`src/rtl/core/agc_pkg.sv`:
```
// shared types and constants of the agc gain smoother
`timescale 1ns / 1ps
`default_nettype none

package agc_pkg;

  localparam int GAIN_W     = 16;
  localparam int GAIN_FRAC  = 8;
  localparam int COEF_W     = 17;
  localparam int COEF_FRAC  = 16;
  localparam int NUM_W      = GAIN_W + GAIN_FRAC;  // target_level << 8
  localparam int CFG_IDX_W  = 3;
  localparam int CFG_DATA_W = 17;
  localparam int M_TDATA_W  = 2 * GAIN_W;

  // register indexes
  localparam logic [CFG_IDX_W-1:0] REG_TARGET_LEVEL = 3'd0;
  localparam logic [CFG_IDX_W-1:0] REG_MIN_GAIN     = 3'd1;
  localparam logic [CFG_IDX_W-1:0] REG_MAX_GAIN     = 3'd2;
  localparam logic [CFG_IDX_W-1:0] REG_ATTACK_COEF  = 3'd3;
  localparam logic [CFG_IDX_W-1:0] REG_RELEASE_COEF = 3'd4;

  // reset values
  localparam logic [GAIN_W-1:0] TARGET_LEVEL_RST = 16'd16384;
  localparam logic [GAIN_W-1:0] MIN_GAIN_RST     = 16'd64;
  localparam logic [GAIN_W-1:0] MAX_GAIN_RST     = 16'd8192;
  localparam logic [COEF_W-1:0] ATTACK_COEF_RST  = 17'd6554;
  localparam logic [COEF_W-1:0] RELEASE_COEF_RST = 17'd655;
  localparam logic [GAIN_W-1:0] GAIN_ONE         = 16'd256;

  typedef struct packed {
    logic load;
    logic div_step;
    logic clamp;
    logic mul;
    logic commit;
  } agc_cmd_t;

  typedef struct packed {
    logic div_last;
  } agc_sts_t;

endpackage

`default_nettype wire

```
`src/rtl/core/agc_ctrl.sv`:
```
// sequencing state machine of the agc gain smoother
`timescale 1ns / 1ps
`default_nettype none

module agc_ctrl (
  input  wire logic              clk,
  input  wire logic              rst,
  input  wire logic              s_tvalid,
  output logic                   s_tready,
  output logic                   m_tvalid,
  input  wire logic              m_tready,
  output agc_pkg::agc_cmd_t      cmd,
  input  wire agc_pkg::agc_sts_t sts
);
  import agc_pkg::*;

  localparam logic [2:0] ST_IDLE  = 3'd0;
  localparam logic [2:0] ST_DIV   = 3'd1;
  localparam logic [2:0] ST_CLAMP = 3'd2;
  localparam logic [2:0] ST_MUL   = 3'd3;
  localparam logic [2:0] ST_UPD   = 3'd4;

  logic [2:0] state;
  logic [2:0] state_next;
  logic       m_tvalid_next;

  assign s_tready = (state == ST_IDLE);

  always_comb begin
    cmd        = '0;
    state_next = state;
    unique case (state)
      ST_IDLE: begin
        if (s_tvalid) begin
          cmd.load   = 1'b1;
          state_next = ST_DIV;
        end
      end
      ST_DIV: begin
        cmd.div_step = 1'b1;
        if (sts.div_last) begin
          state_next = ST_CLAMP;
        end
      end
      ST_CLAMP: begin
        cmd.clamp  = 1'b1;
        state_next = ST_MUL;
      end
      ST_MUL: begin
        cmd.mul    = 1'b1;
        state_next = ST_UPD;
      end
      ST_UPD: begin
        // hold until the output register is free or being drained
        if (!m_tvalid || m_tready) begin
          cmd.commit = 1'b1;
          state_next = ST_IDLE;
        end
      end
      default: begin
        state_next = ST_IDLE;
      end
    endcase
  end

  assign m_tvalid_next = cmd.commit | (m_tvalid & ~m_tready);

  always_ff @(posedge clk) begin
    if (rst) begin
      state    <= ST_IDLE;
      m_tvalid <= 1'b0;
    end else begin
      state    <= state_next;
      m_tvalid <= m_tvalid_next;
    end
  end

endmodule

`default_nettype wire

```
`src/rtl/core/agc_dp.sv`:
```
// datapath of the agc gain smoother: config, divider, clamp, multiply, update
`timescale 1ns / 1ps
`default_nettype none

module agc_dp #(
  parameter int LEVEL_BITS = 16
) (
  input  wire logic                           clk,
  input  wire logic                           rst,
  input  wire agc_pkg::agc_cmd_t              cmd,
  output agc_pkg::agc_sts_t                   sts,
  input  wire logic [LEVEL_BITS-1:0]          level,
  input  wire logic                           cfg_we,
  input  wire logic [agc_pkg::CFG_IDX_W-1:0]  cfg_index,
  input  wire logic [agc_pkg::CFG_DATA_W-1:0] cfg_data,
  output logic [agc_pkg::GAIN_W-1:0]          gain,
  output logic [agc_pkg::GAIN_W-1:0]          goal_gain
);
  import agc_pkg::*;

  localparam int                 CNT_W    = $clog2(NUM_W);
  localparam logic [CNT_W-1:0]   DIV_LAST = CNT_W'(NUM_W - 1);

  // configuration registers
  logic [GAIN_W-1:0] target_level;
  logic [GAIN_W-1:0] min_gain;
  logic [GAIN_W-1:0] max_gain;
  logic [COEF_W-1:0] attack_coef;
  logic [COEF_W-1:0] release_coef;

  // state
  logic [GAIN_W-1:0] cur_gain;

  // divider
  logic [LEVEL_BITS-1:0] divisor;
  logic [LEVEL_BITS-1:0] rem;
  logic [NUM_W-1:0]      num;
  logic [CNT_W-1:0]      cnt;
  logic [LEVEL_BITS:0]   trial;
  logic [LEVEL_BITS:0]   diff;
  logic                  ge;

  // clamp / multiply / update
  logic [GAIN_W-1:0]          goal;
  logic [GAIN_W-1:0]          q_hi_clamp;
  logic [GAIN_W-1:0]          goal_next;
  logic                       rising;
  logic                       falling;
  logic [GAIN_W-1:0]          gap_comb;
  logic [COEF_W-1:0]          coef_sel;
  logic [GAIN_W+COEF_W-1:0]   prod;
  logic [GAIN_W-1:0]          gap;
  logic [COEF_W-1:0]          delta;
  logic                       up;
  logic                       down;
  logic [GAIN_W+1:0]          sum;
  logic [GAIN_W-1:0]          cur_gain_next;

  always_ff @(posedge clk) begin
    if (rst) begin
      target_level <= TARGET_LEVEL_RST;
      min_gain     <= MIN_GAIN_RST;
      max_gain     <= MAX_GAIN_RST;
      attack_coef  <= ATTACK_COEF_RST;
      release_coef <= RELEASE_COEF_RST;
    end else if (cfg_we) begin
      unique case (cfg_index)
        REG_TARGET_LEVEL: target_level <= cfg_data[GAIN_W-1:0];
        REG_MIN_GAIN:     min_gain     <= cfg_data[GAIN_W-1:0];
        REG_MAX_GAIN:     max_gain     <= cfg_data[GAIN_W-1:0];
        REG_ATTACK_COEF:  attack_coef  <= cfg_data;
        REG_RELEASE_COEF: release_coef <= cfg_data;
        default: ;
      endcase
    end
  end

  // restoring divider, one quotient bit per step, quotient shifts into num
  assign trial = {rem, num[NUM_W-1]};
  assign diff  = trial - {1'b0, divisor};
  assign ge    = (trial >= {1'b0, divisor});
  assign sts.div_last = (cnt == DIV_LAST);

  always_ff @(posedge clk) begin
    if (rst) begin
      cnt <= '0;
    end else if (cmd.load) begin
      cnt <= '0;
    end else if (cmd.div_step) begin
      cnt <= cnt + CNT_W'(1);
    end
  end

  always_ff @(posedge clk) begin
    if (cmd.load) begin
      divisor <= (level == '0) ? LEVEL_BITS'(1) : level;
      rem     <= '0;
      num     <= {target_level, {GAIN_FRAC{1'b0}}};
    end else if (cmd.div_step) begin
      rem <= ge ? diff[LEVEL_BITS-1:0] : trial[LEVEL_BITS-1:0];
      num <= {num[NUM_W-2:0], ge};
    end
  end

  // clamp to max first, then min, so min wins when they cross
  assign q_hi_clamp = (num > NUM_W'(max_gain)) ? max_gain : num[GAIN_W-1:0];
  assign goal_next  = (q_hi_clamp < min_gain) ? min_gain : q_hi_clamp;

  always_ff @(posedge clk) begin
    if (cmd.clamp) begin
      goal <= goal_next;
    end
  end

  // gap times coefficient, upper bits kept
  assign rising   = (goal > cur_gain);
  assign falling  = (goal < cur_gain);
  assign gap_comb = rising ? (goal - cur_gain) : (cur_gain - goal);
  assign coef_sel = rising ? attack_coef : release_coef;
  assign prod     = (GAIN_W + COEF_W)'(gap_comb) * (GAIN_W + COEF_W)'(coef_sel);

  always_ff @(posedge clk) begin
    if (cmd.mul) begin
      gap   <= gap_comb;
      delta <= prod[GAIN_W+COEF_W-1:COEF_FRAC];
      up    <= rising;
      down  <= falling;
    end
  end

  // step toward the goal without passing it
  assign sum = {2'b00, cur_gain} + {1'b0, delta};

  always_comb begin
    cur_gain_next = cur_gain;
    priority if (up) begin
      cur_gain_next = (sum > {2'b00, goal}) ? goal : sum[GAIN_W-1:0];
    end else if (down) begin
      cur_gain_next = (delta >= {1'b0, gap}) ? goal : (cur_gain - delta[GAIN_W-1:0]);
    end else begin
      // goal equals the kept gain
      cur_gain_next = cur_gain;
    end
  end

  always_ff @(posedge clk) begin
    if (rst) begin
      cur_gain <= GAIN_ONE;
    end else if (cmd.commit) begin
      cur_gain <= cur_gain_next;
    end
  end

  always_ff @(posedge clk) begin
    if (cmd.commit) begin
      gain      <= cur_gain_next;
      goal_gain <= goal;
    end
  end

endmodule

`default_nettype wire

```
`src/rtl/core/agc_gain_smoother.sv`:
```
// top level of the agc gain smoother
`timescale 1ns / 1ps
`default_nettype none

// Automatic gain control with attack/release smoothing. Each input beat carries
// one measured level (zero counts as one). The goal gain is target_level * 256 /
// level, unsigned Q8.8 and truncated, clamped to max_gain and then to min_gain.
// The kept gain (reset 1.0) moves toward the goal by the gap times attack_coef
// when rising or release_coef when falling (Q1.16, truncated) and never passes
// the goal. Each input beat gives exactly one output beat with the new gain and
// the goal. The block takes one item at a time and runs it through the accept,
// the restoring divider (one quotient bit per cycle over the 24-bit dividend),
// then the clamp, the 17x16 multiply and the gain update. A finished result sits
// in the output register, so a new item is accepted while it waits; the update
// of that next item holds until the output register drains. Config writes are
// always ready and take effect at once; write them only while the block is idle.

module agc_gain_smoother #(
  parameter  int LEVEL_BITS = 16,
  localparam int S_TDATA_W  = ((LEVEL_BITS + 7) / 8) * 8
) (
  input  wire logic                           clk,
  input  wire logic                           rst,
  // input stream
  input  wire logic                           s_tvalid,
  output logic                                s_tready,
  input  wire logic [S_TDATA_W-1:0]           s_tdata,   // level
  // output stream
  output logic                                m_tvalid,
  input  wire logic                           m_tready,
  output logic [agc_pkg::M_TDATA_W-1:0]       m_tdata,   // gain, goal_gain
  // config write channel
  input  wire logic                           cfg_valid,
  output logic                                cfg_ready,
  input  wire logic [agc_pkg::CFG_IDX_W-1:0]  cfg_index,
  input  wire logic [agc_pkg::CFG_DATA_W-1:0] cfg_data
);
  import agc_pkg::*;

  agc_cmd_t          cmd;
  agc_sts_t          sts;
  logic [GAIN_W-1:0] gain;
  logic [GAIN_W-1:0] goal_gain;

  // config beats never stall
  assign cfg_ready = 1'b1;

  // gain in the low half, goal above it
  assign m_tdata = {goal_gain, gain};

  agc_ctrl u_ctrl (
    .clk      (clk),
    .rst      (rst),
    .s_tvalid (s_tvalid),
    .s_tready (s_tready),
    .m_tvalid (m_tvalid),
    .m_tready (m_tready),
    .cmd      (cmd),
    .sts      (sts)
  );

  agc_dp #(
    .LEVEL_BITS (LEVEL_BITS)
  ) u_dp (
    .clk       (clk),
    .rst       (rst),
    .cmd       (cmd),
    .sts       (sts),
    .level     (s_tdata[LEVEL_BITS-1:0]),
    .cfg_we    (cfg_valid & cfg_ready),
    .cfg_index (cfg_index),
    .cfg_data  (cfg_data),
    .gain      (gain),
    .goal_gain (goal_gain)
  );

endmodule

`default_nettype wire

```
`config.mk`:
```
export PLATFORM = sky130hd
export DESIGN_NAME = agc_gain_smoother
export DESIGN_NICKNAME = d
export VERILOG_FILES = /design/src/rtl/core/agc_pkg.sv /design/src/rtl/core/agc_ctrl.sv /design/src/rtl/core/agc_dp.sv /design/src/rtl/core/agc_gain_smoother.sv
export SDC_FILE = /design/constraint.sdc
export NUM_CORES = 1
export LEC_CHECK = 0
export BUFFER_PORTS_ARGS = -buffer_cell sky130_fd_sc_hd__buf_2
export CORE_MARGIN = 1.5
export CORE_UTILIZATION = 28
export DETAILED_ROUTE_END_ITERATION = 10
export GPL_TIMING_DRIVEN = 0
export PLACE_DENSITY = 0.44
export SETUP_SLACK_MARGIN = 0.02
export SYNTH_ARGS = -nofsm -noshare
export SYNTH_HDL_FRONTEND = slang
export SYNTH_HIERARCHICAL = 1
export SYNTH_SLANG_ARGS = --single-unit
```
`constraint.sdc`:
```
create_clock -name clk -period 17.9 [get_ports clk]
set_input_delay 4.475 -clock clk [delete_from_list [all_inputs] [get_ports clk]]
set_output_delay 4.475 -clock clk [all_outputs]
set_load 0.005 [all_outputs]
```
Word level (Yosys, flattened, before mapping)
Cells that the tools add are included.
W data, S select, Z words.
- register bits after elaboration: 246
- input port bits: 41
- output and inout port bits: 35
- $add $sub $neg: 6
- equal/unequal tests: 12
- bitwise logic cells: 3
- multiplexer cells: 22
- $lt $le $gt $ge: 7
- reductions and logical operators: 13
- multipliers: 1
- operators with widths (cell ; count):
    $mux W16 ; 8
    $sub A16 B16 Y16 ; 4
    $mux W24 ; 2
    $ge A17 B16 Y1 ; 2
    $mul A16 B17 Y33 ; 1
    $lt A16 B16 Y1 ; 2
    $gt A24 B16 Y1 ; 1
    $add A16 B17 Y18 ; 1
    $gt A18 B16 Y1 ; 1
    $mux W17 ; 1
    $gt A16 B16 Y1 ; 1
    $logic_not A16 Y1 ; 1
    $pmux W3 S5 ; 1
    $eq A3 B2 Y1 const B ; 4
    $reduce_and A2 Y1 ; 5
    $mux W3 ; 3
    $mux W1 ; 7
    $eq A3 B1 Y1 const B ; 2
    $eq A3 B3 Y1 const B ; 2
    $logic_not A3 Y1 ; 2
    $add A5 B1 Y5 const B ; 1
    $eq A5 B5 Y1 const B ; 1
    $ne A2 B2 Y1 const B ; 2
    $reduce_and A3 Y1 ; 1
    8 further kinds ; 8

Depth between registers and ports, before layout
- word-level depth: 5
- gate-level depth with buffers: 39
- depth with buffers taken out: 37

Cells and area by module
The synthesis kept the hierarchy.
- by module, submodules not included (module ; area each (um^2) ; cells an instance ; times used ; seq. area each (um^2)):
    agc_dp ; 23313.6 ; 2642 ; 1 ; 5995.8
    agc_ctrl ; 227.7 ; 23 ; 1 ; 80.1
    agc_gain_smoother ; 11.3 ; 2 ; 1 ; 0.0

Least setup slack after synthesis
No wires, ideal clock.
- kind: flip-flop to flip-flop
- from: reg u_dp.goal[0]
- to: reg u_dp.delta[12], data pin
- stages on the path, launching flop included: 35
- buffers on the path: 3
- library setup time: 0.266 ns
- data arrival time: 8.771 ns
- path slack: 8.863 ns
- path through: edfxtp_1 -> inv_1 -> ha_1 -> fa_1 -> nand3b_1 -> a21oi_1 -> o21ai_1 -> a21oi_2 -> buf_4 -> buf_4 -> mux2i_1 -> o21ai_0 -> or2_2 -> a211oi_2 -> o21a_1 -> buf_2 -> nor3_1 -> fa_1 -> fa_1 -> fa_1 -> fa_1 -> fa_1 -> inv_1 -> fa_1 -> inv_1 -> ha_1 -> and3_1 -> a221o_1 -> a21oi_1 -> nor3b_1 -> a31oi_1 -> a211oi_1 -> nor2_1 -> o41ai_1 -> xnor2_1
- word-level cells in the longest chain between the ends: 3
- elaborated cells between the ends (all ways): 6
- RTL lines (element ; line ; source):
    start, declared ; agc_dp.sv:44 ; logic [GAIN_W-1:0] goal;
    start signal, assigned ; agc_dp.sv:111 ; goal <= goal_next;
    $sub A16 B16 Y16 or $gt A16 B16 Y1 (tied branches) ; agc_dp.sv:118, agc_dp.sv:116 ;
    $mux W16 or $mux W17 (tied branches) ; agc_dp.sv:118, agc_dp.sv:119 ;
    $mul A16 B17 Y33 (*) ; agc_dp.sv:120 ; assign prod = (GAIN_W + COEF_W)'(gap_comb) * (GAIN_W + COEF_W)'(coef_sel);
    net u_dp.prod[28] ; agc_dp.sv:51 ; logic [GAIN_W+COEF_W-1:0] prod;
    end signal, assigned ; agc_dp.sv:125 ; delta <= prod[GAIN_W+COEF_W-1:COEF_FRAC];
    end, declared ; agc_dp.sv:53 ; logic [COEF_W-1:0] delta;
Mark *: on every way through the listed nets, which the timed path passes. The rest lies on a longest branch.
A chain may end at the register's enable or synchronous reset.

Worst setup path after layout
- from: reg u_dp.goal[0]
- to: reg u_dp.delta[12], data pin
- word-level cells in the longest chain between the ends: 3
- elaborated cells between the ends (all ways): 6
- RTL lines (element ; line ; source):
    $sub A16 B16 Y16 or $gt A16 B16 Y1 (tied branches) ; agc_dp.sv:118, agc_dp.sv:116 ;
    $mux W16 (*) ; agc_dp.sv:118 ; assign gap_comb = rising ? (goal - cur_gain) : (cur_gain - goal);
    net u_dp.gap_comb[9] ; agc_dp.sv:49 ; logic [GAIN_W-1:0] gap_comb;
    $mul A16 B17 Y33 (*) ; agc_dp.sv:120 ;
    net u_dp.prod[28] ; agc_dp.sv:51 ;
Marks and branches as above.

==> results.md <==
* Crit path max-delay cell type: xnor2_1
* Placement Setup Slack at 6.68 ns
* First-pass GRT wire length at 118 mm
* CTS tree: built
* Clock Path Buffers at 3
* Site Rows at 106
* Fin crit period at 11.34 ns
* CP peak stage delay at 0.97 ns
* RSZ-0062 raised after global routing: false
* Synthesized flop and latch total at 246
* Vias in the first global route at 19498
* Arrival time worst endpoint at 11.67 ns
* Fraction of the mapped netlist area in compound gates at 0.130
* Kind of critical path: reg -> reg
* Final WS setup at 6.56 ns
* Int Power at 1.24 mW
* Simple-gate portion of the synthesized area at 0.157
* Flop pwr share at 0.339
* Proportion of layout cells with a drive suffix above 1 at 0.0736
* Multiplexer area fraction after synthesis at 0.0354
* Final Non-Filler Cells at 3881
* GP Congestion at 0.895
* Final antenna-violating net count at 0
* Starting Density at 0.282
* Synth top cells by count: 398 x inv_1, 395 x nand2_1, 244 x ha_1
* Comb power frac at 0.318
* Cell Pwr Density at 71.1 mW/mm^2
* Slew headroom at 0.0427
* Max Fclk at 88.2 MHz
* Synth Flop Type: dfxtp_1
* Mean Syn Cell Area at 8.83 sq um
* Nets at 3273
* Clk Latency, worst-skew pair at 0.59 ns
* Hold Path Class: reg -> reg
* Number of H-tree levels at 1
* Count leader, synth: inv_1
* R2R setup slack at 6.56 ns
* Status: finished, final reports clean
* Hpwl dp at 62.4 mm
* Switching Share at 0.340
* P_sw at 0.637 mW
* Largest family of logic cells by synthesized area: adder cells
* Area grow syn2layout at 12.0%
* Register area share after synthesis at 0.258
* Worst IR Drop VDD at 0.0614 mV
* Skew final at 0.0145 ns
* Largest cells by area after synthesis: fa_1 18%, edfxtp_1 15%, ha_1 13%
* CP Launch Type: register
* CTS buffer count at 31
* Mapped Area at 0.0236 sq mm
* Top-area cell type share of the netlist area at 0.180
* Ys async rst share at 0
* Part of the cycle the worst path needs at 0.633
* Vias/cell at 4.92
* Synth Area in Adders at 0.310
* GRT Residual Overflow at 0
* Yosys cell types at 87
* Final Hold Viols at 0
* Clock Tree Root: clkbuf_16
* Syn. warnings at 6
* WL per Instance at 19.9 um
* Endpoints failing setup at 0
* Post-cts sizing count at 0
* Drt drc at 0
* First-pass DRT Iterations at 6
* DRT iter0 DRCs at 1211
* Clock network fraction of total power at 0.343
* Post-route setup TNS at 0 ns
* CP required at 18.23 ns
* Delay-heaviest family, CP: adder cells
* CTS sink cnt at 246
* Post-CTS Setup Inserts at 0
* Final Util at 0.316
* Clk slew on worst S/H paths at 0.06 ns
* Count of input and output buffers at 74
* Slew Limit Fails at 0
* Syn nets at 3164
* CP Max Fanout at 10
* Hold Buf Count CTS at 0
* Drt total wl at 77.2 mm
* Tightest Pin Transition at 1.40 ns
* Worst path bufs/invs at 7
* Core box area at 0.0834 sq mm
* Xor and xnor fraction of the mapped netlist area at 0.0249
* Critical Path Most Common Cell: fa_1
* DIE HEIGHT at 293 um
* Crit end category: register
* Hold WS at 0.456 ns
* MaxCap Viol Count at 0
* Largest net degree at the start of global routing at 36
* Placed cell count at 3823
* EDFF count, synth at 115
* Vias at 19103
* Die Wd at 293 um
* Die Area at 0.0859 sq mm
* Num ports at 76
* Initial antenna violation count at 0
* Total GRT Usage at 0.180
* Leakage at 11.8 nW
* Leading area contributor after synthesis: fa_1
* Mapped Cells at 2667
routing by layer:
| metal | share of wire | wire [um] | global-route usage | up-vias |
|---|---|---|---|---|
| li1 | - | - | - | 9095 |
| met1 | 0.46 | 35900 | 0.247 | 9385 |
| met5 | 0 | 0 | 0 | - |
| met3 | 0.051 | 3920 | 0.0250 | 95 |
| met2 | 0.45 | 35100 | 0.295 | 528 |
| met4 | 0.031 | 2380 | 0.0507 | 0 |
logic make-up (layout without fill, tap and decap cells):
kind of cell / Yosys count / after routing
compound gates: 470 / 470
xor+xnor: 66 / 66
flops: 246 / 246
mux: 79 / 79
simple gates: 832 / 832
other cells: 1 / 2
fa+ha+maj: 456 / 456
buf+inv: 517 / 650
through the flow:
stage | cell area [sq um] | power, mW
after global routing | 26400 | 1.99
after global placement | 25300 | 1.25
after CTS | 26400 | 1.90
after floorplan | 23600 | 1.05
final | 26400 | 1.87
after detailed placement | 25300 | 1.25
registers in the layout (all words and copies together), names as in the netlist:
register and count:
u_dp/num 24, u_dp/goal_gain 16, u_ctrl/state 3, u_dp/target_level 16
u_dp/down 1, u_dp/rem 16, u_dp/up 1, u_dp/cur_gain 16
u_dp/release_coef 17, u_dp/max_gain 16, u_dp/gain 16, u_dp/gap 16
u_dp/min_gain 16, u_dp/attack_coef 17, u_ctrl/m_tvalid 1, u_dp/divisor 16
u_dp/delta 17, u_dp/goal 16, u_dp/cnt 5
tightest hold or removal path: stages (launching register included):
cell     delay [ns]
dfxtp_1        0.31
nand2_1        0.05
a21oi_1        0.05
cell type report:
| type | instances | area [sq um] |
|---|---|---|
| clock inverter | 10 | 97.6 |
| multi-input combinational | 1904 | 15500 |
| fill | 8711 | 57000 |
| antenna | 1 | 2.50 |
| tap | 1080 | 1350 |
| timing repair buffer | 76 | 402 |
| inverter | 403 | 1510 |
| clock buffer | 47 | 968 |
| sequential | 246 | 6080 |
| buffer | 114 | 473 |
final timing paths:
| path | start | endpoint | depth (start not counted) |
|---|---|---|---|
| worst max register to register | u_dp/goal[0]$_DFFE_PP_ | u_dp/delta[12]$_DFFE_PP_ | 34 |
| worst min register to register | u_dp/target_level[11]$_SDFFE_PP0P_ | u_dp/target_level[11]$_SDFFE_PP0P_ | 2 |
| worst min-delay path | u_dp/target_level[11]$_SDFFE_PP0P_ | u_dp/target_level[11]$_SDFFE_PP0P_ | 2 |
| worst max-delay path | u_dp/goal[0]$_DFFE_PP_ | u_dp/delta[12]$_DFFE_PP_ | 34 |
cell usage in the layout (no fill, tap or decap), drive strengths merged, types with 6 or more instances in the layout:
cell type and count:
a22o 14, a21o 37, nor3 32, nand2b 28, nor3b 9, nor2 200, o21a 16, a21boi 6
nand3 34, clkbuf 142, xor2 21, xnor2 45, buf 95, o31ai 7, and3 12, nand4 25
ha 244, nor2b 29, or3 12, edfxtp 115, a211oi 29, dfxtp 131, a21oi 164, and2 19
nor4 13, a221oi 7, o21bai 6, mux2 35, clkinv 8, o211ai 25, nand2 395, mux2i 44
inv 403, a31oi 9, a311oi 16, o21ai 85, fa 212, a211o 6
power by group through the flow:
| stage | Combinational (mW) | Clock [mW] | Sequential (mW) |
|---|---|---|---|
| final | 0.597 | 0.643 | 0.635 |
| after global routing | 0.673 | 0.682 | 0.637 |
| after CTS | 0.606 | 0.662 | 0.634 |
| after detailed placement | 0.599 | 0 | 0.646 |
| after global placement | 0.599 | 0 | 0.646 |
| after floorplan | 0.410 | 0 | 0.640 |
Note: power is estimated with default switching activity, not from simulation.
